`config.mk`:
```
export PLATFORM = sky130hd
export DESIGN_NAME = lin_slave_header_frame_receiver_top
export DESIGN_NICKNAME = d
export VERILOG_FILES = /design/src/lshfr_pkg.sv /design/src/lshfr_cfg_regs.sv /design/src/lshfr_frame_fsm.sv /design/src/lin_slave_header_frame_receiver_top.sv
export SDC_FILE = /design/constraint.sdc
export NUM_CORES = 1
export LEC_CHECK = 0
export ABC_AREA = 1
export ABC_CLOCK_PERIOD_IN_PS = 2800
export BUFFER_PORTS_ARGS = -buffer_cell sky130_fd_sc_hd__clkbuf_2
export CORE_MARGIN = 5
export CORE_UTILIZATION = 46
export CTS_CLUSTER_DIAMETER = 100
export DETAILED_ROUTE_END_ITERATION = 8
export MAX_ROUTING_LAYER = met4
export PLACE_DENSITY = 0.7
export REMOVE_ABC_BUFFERS = 1
export SYNTH_ARGS = -nofsm -noshare
export SYNTH_HDL_FRONTEND = slang
export SYNTH_HIERARCHICAL = 1
export SYNTH_SLANG_ARGS = --single-unit
```
`constraint.sdc`:
```
create_clock -name clk_i -period 2.8 [get_ports clk_i]
set_clock_uncertainty 0.15 [all_clocks]
set_input_delay 0.28 -clock clk_i [delete_from_list [all_inputs] [get_ports clk_i]]
set_output_delay 0.28 -clock clk_i [all_outputs]
set_load 0.01 [all_outputs]
```
`src/lshfr_pkg.sv`:
```
// Shared types and constants of the LIN slave header/frame receiver.
// No dependencies; imported by all RTL modules and the checker.
package lshfr_pkg;

  localparam int unsigned CFG_IDX_W  = 2;
  localparam int unsigned CFG_DATA_W = 32;

  localparam logic [7:0]  SYNC_BYTE         = 8'h55;
  localparam logic [7:0]  TEST_ID           = 8'h42;
  localparam logic [7:0]  RESPONSE_ID_RST   = 8'h2E;
  localparam logic [31:0] PATTERN_A_RST     = 32'hD344_FFBB;
  localparam logic [31:0] PATTERN_B_RST     = 32'h14FD_FF02;
  localparam logic [1:0]  FRAME_DATA_BYTES  = 2'd3;

  // Input actions
  localparam logic ACT_BREAK = 1'b0;
  localparam logic ACT_BYTE  = 1'b1;

  typedef enum logic [CFG_IDX_W-1:0] {
    CFG_RESPONSE_ID = 2'd0,
    CFG_PATTERN_A   = 2'd1,
    CFG_PATTERN_B   = 2'd2
  } cfg_idx_e;

  typedef enum logic [4:0] {
    ST_IDLE  = 5'b00001,
    ST_BREAK = 5'b00010,
    ST_SYNC  = 5'b00100,
    ST_ID    = 5'b01000,
    ST_DATA  = 5'b10000
  } bus_state_e;

  typedef struct packed {
    logic       action;
    logic [7:0] data_byte;
  } in_word_t;

  typedef struct packed {
    logic respond;
    logic frame_done;
    logic frame_which;
    logic frame_match;
  } out_word_t;

  typedef struct packed {
    logic [7:0]  response_id;
    logic [31:0] pattern_a;
    logic [31:0] pattern_b;
  } cfg_t;

endpackage

```
`src/lshfr_cfg_regs.sv`:
```
// Configuration registers: response id and the two receive patterns.
// Depends on lshfr_pkg.
module lshfr_cfg_regs
  import lshfr_pkg::*;
(
  input  logic                  clk_i,
  input  logic                  rst_ni,
  input  logic                  cfg_we_i,
  input  logic [CFG_IDX_W-1:0]  cfg_idx_i,
  input  logic [CFG_DATA_W-1:0] cfg_data_i,
  output cfg_t                  cfg_o
);

  cfg_t cfg_q;

  // Register writes; unknown indexes are dropped
  always_ff @(posedge clk_i or negedge rst_ni) begin
    if (!rst_ni) begin
      cfg_q.response_id <= RESPONSE_ID_RST;
      cfg_q.pattern_a   <= PATTERN_A_RST;
      cfg_q.pattern_b   <= PATTERN_B_RST;
    end else if (cfg_we_i) begin
      case (cfg_idx_e'(cfg_idx_i))
        CFG_RESPONSE_ID: cfg_q.response_id <= cfg_data_i[7:0];
        CFG_PATTERN_A:   cfg_q.pattern_a   <= cfg_data_i[31:0];
        CFG_PATTERN_B:   cfg_q.pattern_b   <= cfg_data_i[31:0];
        default: ;
      endcase
    end
  end

  assign cfg_o = cfg_q;

endmodule

```
`src/lshfr_frame_fsm.sv`:
```
// Bus state machine: break/sync/id tracking and frame capture and compare.
// Depends on lshfr_pkg; one word is consumed per cycle when fire_i is high.
module lshfr_frame_fsm
  import lshfr_pkg::*;
(
  input  logic      clk_i,
  input  logic      rst_ni,
  input  logic      fire_i,
  input  in_word_t  word_i,
  input  cfg_t      cfg_i,
  output logic      res_valid_o,
  output out_word_t res_o
);

  bus_state_e  state_q, state_d;
  logic [1:0]  bytes_left_q, bytes_left_d;
  logic [31:0] frame_q, frame_d;
  logic        sel_q, sel_d;

  logic [7:0]  b;
  logic        hit_a, hit_b;
  logic [31:0] pat;

  assign b     = word_i.data_byte;
  assign hit_a = (b == cfg_i.pattern_a[31:24]);
  assign hit_b = (b == cfg_i.pattern_b[31:24]);
  assign pat   = sel_q ? cfg_i.pattern_b : cfg_i.pattern_a;

  // Next state and result
  always_comb begin
    state_d      = state_q;
    bytes_left_d = bytes_left_q;
    frame_d      = frame_q;
    sel_d        = sel_q;
    res_o        = '0;
    if (word_i.action == ACT_BREAK) begin
      bytes_left_d = '0;
      state_d      = ST_BREAK;
    end else begin
      case (state_q)
        ST_BREAK: begin
          bytes_left_d = '0;
          state_d      = ST_SYNC;
        end
        ST_SYNC: begin
          state_d = (b == SYNC_BYTE) ? ST_ID : ST_IDLE;
        end
        ST_ID: begin
          state_d       = ST_IDLE;
          res_o.respond = (b == TEST_ID) || (b == cfg_i.response_id);
          if (hit_a || hit_b) begin
            frame_d      = {b, 24'h0};
            bytes_left_d = FRAME_DATA_BYTES;
            sel_d        = hit_b;
            state_d      = ST_DATA;
          end
        end
        ST_DATA: begin
          bytes_left_d = bytes_left_q - 2'd1;
          case (bytes_left_q)
            2'd3: frame_d[23:16] = b;
            2'd2: frame_d[15:8]  = b;
            2'd1: begin
              frame_d[7:0]      = b;
              state_d           = ST_IDLE;
              res_o.frame_done  = 1'b1;
              res_o.frame_which = sel_q;
              res_o.frame_match = ({frame_q[31:8], b} == pat);
            end
            default: begin
              // nothing left to capture
              bytes_left_d = '0;
              state_d      = ST_IDLE;
            end
          endcase
        end
        default: begin
          // idle: bytes are ignored
          state_d      = ST_IDLE;
          bytes_left_d = '0;
        end
      endcase
    end
    res_valid_o = res_o.respond || res_o.frame_done;
  end

  // Control state
  always_ff @(posedge clk_i or negedge rst_ni) begin
    if (!rst_ni) begin
      state_q      <= ST_IDLE;
      bytes_left_q <= '0;
      sel_q        <= 1'b0;
    end else if (fire_i) begin
      state_q      <= state_d;
      bytes_left_q <= bytes_left_d;
      sel_q        <= sel_d;
    end
  end

  // Captured frame bytes
  always_ff @(posedge clk_i) begin
    if (fire_i) begin
      frame_q <= frame_d;
    end
  end

endmodule

```
`src/lin_slave_header_frame_receiver_top.sv`:
```
// LIN slave header/frame receiver: input register, state machine, result register.
// Depends on lshfr_pkg, lshfr_cfg_regs and lshfr_frame_fsm.
//
// Takes one word (break event or received byte) per clock unless the input is
// stalled. A word is held in the input register, evaluated by the bus state
// machine once the output register is free or draining, and any result lands
// in the output register; words that give no result leave no output.
// Downstream stall holds the output register and stalls the input only when
// both registers are full.
module lin_slave_header_frame_receiver_top
  import lshfr_pkg::*;
(
  input  logic                  clk_i,
  input  logic                  rst_ni,
  input  logic                  cfg_we_i,
  input  logic [CFG_IDX_W-1:0]  cfg_idx_i,
  input  logic [CFG_DATA_W-1:0] cfg_data_i,
  input  logic                  in_valid_i,
  output logic                  in_stall_o,
  input  in_word_t              in_word_i,
  output logic                  out_valid_o,
  input  logic                  out_stall_i,
  output out_word_t             out_word_o
);

  cfg_t      cfg;
  logic      in_valid_q;
  in_word_t  in_word_q;
  logic      out_valid_q;
  out_word_t out_word_q;
  logic      can_adv, fire, in_accept;
  logic      res_valid;
  out_word_t res;

  lshfr_cfg_regs u_cfg (
    .clk_i      (clk_i),
    .rst_ni     (rst_ni),
    .cfg_we_i   (cfg_we_i),
    .cfg_idx_i  (cfg_idx_i),
    .cfg_data_i (cfg_data_i),
    .cfg_o      (cfg)
  );

  // Handshake: advance when the output register is free or draining
  assign can_adv    = !out_valid_q || !out_stall_i;
  assign fire       = in_valid_q && can_adv;
  assign in_stall_o = in_valid_q && !can_adv;
  assign in_accept  = in_valid_i && !in_stall_o;

  lshfr_frame_fsm u_fsm (
    .clk_i       (clk_i),
    .rst_ni      (rst_ni),
    .fire_i      (fire),
    .word_i      (in_word_q),
    .cfg_i       (cfg),
    .res_valid_o (res_valid),
    .res_o       (res)
  );

  // Input and output valid flags
  always_ff @(posedge clk_i or negedge rst_ni) begin
    if (!rst_ni) begin
      in_valid_q  <= 1'b0;
      out_valid_q <= 1'b0;
    end else begin
      if (in_accept) begin
        in_valid_q <= 1'b1;
      end else if (fire) begin
        in_valid_q <= 1'b0;
      end
      if (can_adv) begin
        out_valid_q <= fire && res_valid;
      end
    end
  end

  // Payload registers
  always_ff @(posedge clk_i) begin
    if (in_accept) begin
      in_word_q <= in_word_i;
    end
    if (fire) begin
      out_word_q <= res;
    end
  end

  assign out_valid_o = out_valid_q;
  assign out_word_o  = out_word_q;

endmodule

```
==> out/results.ini, run 1 <==
[cells_and_area]
fillers=1229
final_nets=923
syn2layout_area_growth_pct=22.6
antennaDiodeCount=0
drive_gt1_share_pct=18.2

[power]
p_seq_share_pct=44.0
p_sw_w=0.00134
combPwrFrac_pct=14.1
p_leak_nw=3.77
power_density_mw_per_mm2=654
internal-power_w=0.00367
clkPwrFrac_pct=41.9
p_sw_share_pct=26.7
peakVddDrop_mv=0.457

[global_routing]
grt_pass1_wl_um=27400
grt-ovfl-total=0
antenna_found_initial=0
grt_usage_pct=22.1
grt_pass1_vias=5459
grt_max_degree=45

[floorplan]
ios=54
dieArea_mm2=0.0160
fp.dieH_um=127
core_area_mm2=0.0133
row_count=42
start_util_pct=47.0
die_w_um=127

[routing]
drt_iter0_markers=411
vias_per_cell=5.19
wire_per_inst_um=15.4
drt_wl_total_um=16400
vias=5524
drc=0
first_pass_iters=5
antenna_violating_nets_post_route=0

[timing]
relSlewSlack_pct=59.7
min_period_over_period_pct=78.5
finalSetupTns_ns=0
slew_viol_final=0
fin_crit_ns=2.20
fin_hold_ws_ns=0.232
rsz0062_at_grt=false
fmax_mhz=455
setup_violations=0
tightest_slew_ns=0.604
finalHoldViolations=0

[placement]
port-buffer-count=53
finalWeightedCongestion=0.920
dp_hpwl_um=11200

[synthesis]
synth_seq_cells=119
yosys_most_used_dff=dfstp_2
syn_avg_cell_area_um2=8.00
synth_top_area_share_pct=21.0
yosysWarnings=6
synth_cells=781
syn_area_mm2=0.00625
synth.top_cells.by_count=349 x nand2_1, 70 x nand4_1, 57 x inv_1
synthTopCellsByArea=nand2_1 21%, dfstp_2 19%, edfxtp_1 18%
yosysMostFrequentCell=nand2_1
async_flop_share_pct=68.9
yosys.area.top_type=nand2_1
synth_edf_count=37
ys_seq_area_share_pct=51.5
synth_cell_type_count=28

[clocking]
cts_tree=yes
cts.path.max_buffers=2
cts_sinks=119
clk_pin_slew_ns=0.05
cts_buffers=17
htreeDepth=4
post_cts_buffers=0
cts_root_buffer=clkbuf_16
clock_latency_ns=0.42

[critical_path]
setup.worst_path.end=u_fsm/frame_q[12]
worstReg2RegEnd=u_fsm/frame_q[12]
reg2reg_depth=9
critPathLaunch=in_word_q[4]
cp.arrival_ns=2.13
critPathLaunchType=register
path_class=reg2reg
cp_max_fo=8
r2r_start=in_word_q[4]
required_ns=2.73
endpoint_kind=register
r2r_setup_slack_ns=0.60

[hold_path]
hold_path.class=in2reg

[status]
outcome=complete, no violations

[flow_run]
drv_cap=0

## registers in the layout, summed over array words and instances, names as in the netlist
| register | cells |
|---|---|
| in_valid_q | 1 |
| in_word_q | 9 |
| out_valid_o | 1 |
| out_word_o | 4 |
| u_cfg/cfg_o | 72 |
| u_fsm/bytes_left_q | 2 |
| u_fsm/frame_q | 24 |
| u_fsm/sel_q | 1 |
| u_fsm/state_q | 5 |
## layout make-up
class                      instances  area, um2  share of cell area, %
clock buffer                      19        443                   5.79
sequential                       119       3220                   42.0
tap                              176        220                   2.88
timing repair buffer             112        848                   11.1
clock inverter                    13        130                   1.70
multi-input combinational        564       2560                   33.5
inverter                          61        234                   3.06
## worst min-delay path by stage
stage,depth (start not counted),startpoint,to,slack [ns]
floorplan,0,rst_ni,in_valid_q,-0.17
global placement,1,rst_ni,u_cfg/cfg_o[68],0.17
detailed placement,1,rst_ni,u_cfg/cfg_o[4],0.17
CTS,3,cfg_we_i,u_cfg/cfg_o[62],0.22
global route,3,cfg_we_i,u_cfg/cfg_o[70],0.26
finish,3,cfg_we_i,u_cfg/cfg_o[62],0.23
## layout by cell type (no fill, tap or decap), drive strengths merged, types with 8 or more instances in the layout
master and count:
nand2 353, edfxtp 37, xnor2 17, clkbuf 71
buf 15, dfrtp 38, o21ai 8, dlygate4sd3 45
inv 62, nand4 70, dfstp 44, nand3 47
nor2 45
## routing by layer
layer	track usage [%]	part of all wire, %	wire, um	up-vias
met5	-	0	0	-
met4	7.70	1.6	257	0
met3	4.25	6.1	1000	18
met2	34.6	47	7650	178
met1	29.0	46	7490	2602
li1	-	-	-	2726
## worst max-delay path, cell delays in order, from the launching register on
cell	delay, ns
edfxtp_1	0.52
inv_1	0.28
nand2_1	0.08
nand2_1	0.06
nand2_1	0.06
nor2_1	0.11
nand2_1	0.09
nand3_1	0.13
nand3_1	0.11
inv_1	0.27
## kinds of logic (layout without fill, tap and decap cells)
logic type / Yosys count / after routing / synth area share (%)
buffers and inverters: 98 / 205 / 7.47
DFF: 119 / 119 / 51.5
xor gates and xnor gates: 19 / 19 / 2.66
and+or+nand+nor: 530 / 530 / 37.1
AOI/OAI and AO/OA: 15 / 15 / 1.28
## power groups by stage
stage	Sequential, W	Clock (W)	Combinational (W)
floorplan	0.00218	0	0.000428
global placement	0.00223	0	0.000637
detailed placement	0.00222	0	0.000654
CTS	0.00220	0.00214	0.000706
global route	0.00223	0.00221	0.000808
finish	0.00220	0.00210	0.000708
## through the flow
stage / cell area [um2] / util (%) / total power (W) / worst slack, ns / instances
CTS: 7650 / 57.6 / 0.00504 / 0.612 / 1064
floorplan: 6010 / - / 0.00261 / 0.670 / 744
detailed placement: 6630 / 49.9 / 0.00288 / 0.629 / 987
global route: 7650 / 57.6 / 0.00525 / 0.425 / 1064
finish: 7650 / 57.6 / 0.00501 / 0.602 / 1064
global placement: 6630 / 49.9 / 0.00286 / 0.637 / 987
## timing repair
action | CTS | global route
gates resized for setup | 0 | 0
endpoints found under the hold margin | 103 | 0
hold buffers | 45 | 0
Power figures use the tool's default switching activity.
==> run 2: changes to the inputs <==
--- a/config.mk
+++ b/config.mk
@@ -5,15 +5,15 @@
 export SDC_FILE = /design/constraint.sdc
 export NUM_CORES = 1
 export LEC_CHECK = 0
-export ABC_AREA = 1
-export ABC_CLOCK_PERIOD_IN_PS = 2800
+export ABC_AREA = 0
+export ABC_CLOCK_PERIOD_IN_PS = 2300
 export BUFFER_PORTS_ARGS = -buffer_cell sky130_fd_sc_hd__clkbuf_2
 export CORE_MARGIN = 5
 export CORE_UTILIZATION = 46
 export CTS_CLUSTER_DIAMETER = 100
 export DETAILED_ROUTE_END_ITERATION = 8
 export MAX_ROUTING_LAYER = met4
-export PLACE_DENSITY = 0.7
+export PLACE_DENSITY = 0.71
 export REMOVE_ABC_BUFFERS = 1
 export SYNTH_ARGS = -nofsm -noshare
 export SYNTH_HDL_FRONTEND = slang
==> constraint.sdc (replaced) <==
create_clock -name clk_i -period 2.3 [get_ports clk_i]
set_clock_uncertainty 0.15 [all_clocks]
set_input_delay 0.23 -clock clk_i [delete_from_list [all_inputs] [get_ports clk_i]]
set_output_delay 0.23 -clock clk_i [all_outputs]
set_load 0.01 [all_outputs]
==> run 2 against run 1 <==
Critical endpoint is now u_fsm/frame_q[19]. Register-to-register slack got worse by 0.46 ns. Die area shrank 9.8%. Setup slack got worse by 0.46 ns. Area after synthesis decreased by 11%. First-iteration DRC count decreased by 55%. Cell count fell by 38%. Utilization rose by 2.3 points. Largest cell class unchanged. Sequential share of layout area up 2.9 points.
==> out/results.ini, run 2 <==
[status]
outcome=complete, no violations

[global_routing]
grt_pass1_wl_um=19900
grt_pass1_vias=3807
grt_usage_pct=18.7
grt_max_degree=49
grt-ovfl-total=0
antenna_found_initial=0

[synthesis]
async_flop_share_pct=68.9
synth_seq_cells=119
ys_seq_area_share_pct=57.6
synth_cells=390
synthTopCellsByArea=dfstp_2 21%, edfxtp_1 20%, dfrtp_1 17%
syn_area_mm2=0.00559
synth_top_area_share_pct=20.7
yosysWarnings=6
yosys.area.top_type=dfstp_2
syn_avg_cell_area_um2=14.3
synth_cell_type_count=44
synth_edf_count=37
synth.top_cells.by_count=72 x mux2_2, 49 x xnor2_1, 44 x dfstp_2
yosysMostFrequentCell=mux2_2
yosys_most_used_dff=dfstp_2

[cells_and_area]
final_nets=552
mostFrequentLayoutCell=mux2_2
syn2layout_area_growth_pct=28.2
layout_common_cells=72 x mux2_2, 52 x clkbuf_2, 49 x xnor2_1
final_area_mm2=0.00716
largest_register_ffs=72
antennaDiodeCount=0
drive_gt1_share_pct=43.7

[critical_path]
r2r_setup_slack_ns=0.14
required_ns=2.27
endpoint_kind=register
critPathLaunchType=register
cp.arrival_ns=2.13
cp_max_fo=8
path_class=reg2reg

[routing]
antenna_violating_nets_post_route=0
first_pass_iters=4
wire_per_inst_um=18.0
drt_iter0_markers=184
vias=3453
drc=0
drt_wl_total_um=11900
vias_per_cell=5.20

[power]
total_power_w=0.00642
power_density_mw_per_mm2=897
p_leak_nw=2.83
peakVddDrop_mv=0.561

[timing]
fmax_mhz=464
finalSetupTns_ns=0
slew_viol_final=0
setup_violations=0
rsz0062_at_grt=false
relSlewSlack_pct=57.7
finalHoldViolations=0
min_period_over_period_pct=93.8
fin_crit_ns=2.16
tightest_slew_ns=0.634
fin_hold_ws_ns=0.137

[floorplan]
ios=54
fp.dieH_um=120
start_util_pct=46.7
row_count=40
die_w_um=120
dieArea_mm2=0.0144
core_area_mm2=0.0120

[clocking]
cts_root_buffer=clkbuf_16
clk_pin_slew_ns=0.05
cts_tree=yes
post_cts_buffers=0
clock_latency_ns=0.42
cts_sinks=119
htreeDepth=4
cts_buffers=17
cts.path.max_buffers=2

[hold_path]
hold_path.class=in2reg

[placement]
dp_hpwl_um=8230
finalWeightedCongestion=0.858
place_area_mm2=0.00607
port-buffer-count=53

[flow_run]
drv_cap=0

## run 2: cell types whose count changed after synthesis, sizes merged, moves of 10 or more
| cell | change |
|---|---|
| mux2 | +73 |
| inv | -56 |
| nand2 | -346 |
| and2 | +11 |
| nand3 | -44 |
| nand4 | -61 |
| xnor2 | +32 |
| buf | -17 |
| nor2 | -38 |
| nor4 | +10 |
| mux2i | +34 |
## run 2: final cells by class
class                           instances  area, um2
Fill cell                             930       4800
Sequential cell                       119       3220
Multi-Input combinational cell        246       2200
Inverter                                5       18.8
Timing Repair Buffer                  115        908
Tap cell                              147        184
Clock buffer                           24        492
Clock inverter                          8        143
## run 2: where the power goes
part           internal, W  total [W]  switching (W)
clock network      0.00192    0.00282       0.000897
logic             0.000499   0.000852       0.000353
registers          0.00256    0.00275       0.000195
total              0.00498    0.00642        0.00145
## run 2: cells by family (layout without fill, tap and decap cells)
| family | count (synthesis) | in the layout | synth area share, % |
|---|---|---|---|
| buf+inv | 25 | 152 | 3.14 |
| mux | 107 | 107 | 20.8 |
| xor+xnor | 57 | 57 | 8.94 |
| simple gates | 63 | 63 | 7.08 |
| flops | 119 | 119 | 57.6 |
| compound gates | 19 | 19 | 2.42 |
## run 2: what timing repair did
action | CTS | global route
resized for setup | 0 | 1
endpoints found under the setup margin | 0 | 1
hold buffers | 45 | 0
endpoints found under the hold margin | 103 | 0
## run 2: worst max-delay path, cell delays in order (launching register included)
cell	delay [ns]
edfxtp_1	0.49
xnor2_1	0.22
nand4_1	0.19
o22ai_2	0.25
a21oi_1	0.13
a211oi_1	0.23
buf_4	0.20
## run 2: stage by stage
step           setup slack (ns)  cells  utilization (%)
3_3_place_gp              0.217    587             50.8
2_1_floorplan            -0.339    370                -
6_report                  0.143    664             59.9
4_1_cts                   0.160    664             59.8
3_5_place_dp              0.172    587             50.8
5_1_grt                 0.00655    664             59.9
## run 2: worst paths after layout
kind / from / end / cells past startpoint
min in group asynchronous: rst_ni / u_cfg/cfg_o[5] / 2
worst max register to register: in_word_q[3] / u_fsm/frame_q[19] / 6
max in group asynchronous: rst_ni / u_cfg/cfg_o[11] / 3
worst max-delay path: in_word_q[3] / u_fsm/frame_q[19] / 6
worst min-delay path: cfg_idx_i[0] / u_cfg/cfg_o[70] / 3
worst min register to register: u_cfg/cfg_o[52] / u_cfg/cfg_o[52] / 1
## run 2: per-layer routing
layer / up-vias / GRT usage (%) / part of all wire, %
li1: 1635 / - / -
met1: 1710 / 23.0 / 44
met2: 81 / 29.5 / 50
met3: 27 / 4.49 / 4.0
met4: 0 / 8.38 / 2.2
met5: - / - / 0
==> run 3: changes to the inputs <==
--- a/config.mk
+++ b/config.mk
@@ -5,15 +5,15 @@
 export SDC_FILE = /design/constraint.sdc
 export NUM_CORES = 1
 export LEC_CHECK = 0
-export ABC_AREA = 0
-export ABC_CLOCK_PERIOD_IN_PS = 2300
+export ABC_AREA = 1
+export ABC_CLOCK_PERIOD_IN_PS = 2500
 export BUFFER_PORTS_ARGS = -buffer_cell sky130_fd_sc_hd__clkbuf_2
 export CORE_MARGIN = 5
 export CORE_UTILIZATION = 46
 export CTS_CLUSTER_DIAMETER = 100
 export DETAILED_ROUTE_END_ITERATION = 8
 export MAX_ROUTING_LAYER = met4
-export PLACE_DENSITY = 0.71
+export PLACE_DENSITY = 0.7
 export REMOVE_ABC_BUFFERS = 1
 export SYNTH_ARGS = -nofsm -noshare
 export SYNTH_HDL_FRONTEND = slang
==> constraint.sdc (replaced) <==
create_clock -name clk_i -period 2.5 [get_ports clk_i]
set_clock_uncertainty 0.15 [all_clocks]
set_input_delay 0.25 -clock clk_i [delete_from_list [all_inputs] [get_ports clk_i]]
set_output_delay 0.25 -clock clk_i [all_outputs]
set_load 0.01 [all_outputs]
==> run 3 against run 2 <==
Non-clock buffer count down 1. Final area up 6.9%. Highest routed layer unchanged. Worst hold slack worse by 0.12 ns. Register-to-register slack better by 0.25 ns. Largest cell class unchanged. Cell count up 61%. Sequential share of layout area down 2.9 points.
==> out/results.ini, run 3 (synthesized netlist as in run 1, its figures left out) <==
[routing]
vias_per_cell=5.17
wire_per_inst_um=15.6
drc=0
drt_wl_total_um=16600
drt_iter0_markers=488
vias=5509
first_pass_iters=5
antenna_violating_nets_post_route=0

[timing]
relSlewSlack_pct=62.5
finalSetupTns_ns=0
fin_crit_ns=2.11
setup_violations=0
min_period_over_period_pct=84.2
slew_viol_final=0
finalHoldViolations=0
fmax_mhz=475
rsz0062_at_grt=false
fin_ws_ns=0.395
fin_hold_ws_ns=0.0221
tightest_slew_ns=0.562

[cells_and_area]
antennaDiodeCount=0
mostFrequentLayoutCell=nand2_1
final_nets=925
drive_gt1_share_pct=18.1
instances_no_fill=1066
layout_common_cells=349 x nand2_1, 70 x nand4_1, 57 x inv_1
largest_register_ffs=72
syn2layout_area_growth_pct=22.6

[floorplan]
start_util_pct=47.0
die_w_um=127
ios=54
fp.dieH_um=127
core_area_mm2=0.0133
row_count=42
dieArea_mm2=0.0160

[critical_path]
required_ns=2.43
endpoint_kind=register
cp.arrival_ns=2.04
path_class=reg2reg
cp_max_fo=8
critPathLaunchType=register

[global_routing]
grt_usage_pct=21.7
grt-ovfl-total=0
antenna_found_initial=0
grt_pass1_vias=5142
grt_pass1_wl_um=26600
grt_max_degree=59

[clocking]
cts_tree=yes
cts.path.max_buffers=2
clock_latency_ns=0.42
cts_sinks=119
ctsResizeCount=0
cts_buffers=17
cts_root_buffer=clkbuf_16
clk_pin_slew_ns=0.05
htreeDepth=4

[power]
peakVddDrop_mv=0.558
combPwrFrac_pct=14.2
p_seq_share_pct=44.1
clkPwrFrac_pct=41.7
p_sw_share_pct=26.4
internal-power_w=0.00411
p_sw_w=0.00148
power_density_mw_per_mm2=729
p_leak_nw=3.78

[status]
outcome=complete, no violations

[placement]
port-buffer-count=53
finalWeightedCongestion=0.907
dp_hpwl_um=11300
dpl.cell_count=989
pre_cts_slack_ns=0.400

[hold_path]
hold_path.class=in2reg

[flow_run]
drv_cap=0

[run 3: cell types whose count changed in the layout (fill, tap and decap cells not counted), moves of 32 or more]
cell	delta
nand2_1	+342
mux2_2	-72
nand4_1	+61
inv_1	+52
nand3_1	+41
nor2_1	+35
mux2i_1	-34
xnor2_1	-32
[run 3: power groups by stage]
stage               clock [W]  combinational (W)  sequential (W)
floorplan                   0           0.000480         0.00244
global placement            0           0.000718         0.00248
detailed placement          0           0.000735         0.00249
CTS                   0.00235           0.000794         0.00246
global route          0.00245           0.000901         0.00249
finish                0.00233           0.000794         0.00246
[run 3: layout make-up]
cell class | instances | area, um2
clock inverters | 10 | 105
repair buffers | 114 | 863
flip-flops and latches | 119 | 3220
well taps | 176 | 220
fillers | 1217 | 5640
clock buffers | 22 | 454
multi-input cells | 564 | 2560
inverters | 61 | 234
[run 3: repair_timing]
item	4_1_cts	5_1_grt
setup buffers	0	0
hold buffers	45	0
endpoints found under the hold margin	113	0
[run 3: final timing paths]
check / start / endpoint / slack [ns] / depth (start not counted)
worst min register to register: u_cfg/cfg_o[10] / u_cfg/cfg_o[10] / 0.31 / 2
worst min-delay path: cfg_idx_i[1] / u_cfg/cfg_o[28] / 0.02 / 3
max in group asynchronous: rst_ni / u_cfg/cfg_o[12] / 1.34 / 3
min in group asynchronous: rst_ni / u_cfg/cfg_o[34] / 0.16 / 2
worst max register to register: in_word_q[4] / u_fsm/frame_q[8] / 0.39 / 9
worst max-delay path: in_word_q[4] / u_fsm/frame_q[8] / 0.39 / 9
[run 3: critical path: stages, from the launching register on]
cell and delay, ns:
edfxtp_1 0.48, inv_1 0.22, nand2_1 0.08, nand2_1 0.06
nand2_1 0.05, nor2_1 0.10, nand2_1 0.10, nand3_1 0.16
nand3_1 0.11, inv_1 0.27
[run 3: per-stage QoR]
step                      instance area (um2)  total power, W  utilization, %
after floorplan                          6010         0.00292               -
after global placement                   6650         0.00320            50.0
after detailed placement                 6650         0.00322            50.0
after CTS                                7660         0.00560            57.6
after global routing                     7660         0.00584            57.6
final                                    7660         0.00558            57.6
[run 3: routing by layer]
metal,GRT usage (%),vias up,part of all wire (%)
met4,5.55,0,1.1
met5,-,-,0
met3,4.54,13,5.8
met1,28.5,2596,44
li1,-,2713,-
met2,34.7,187,49
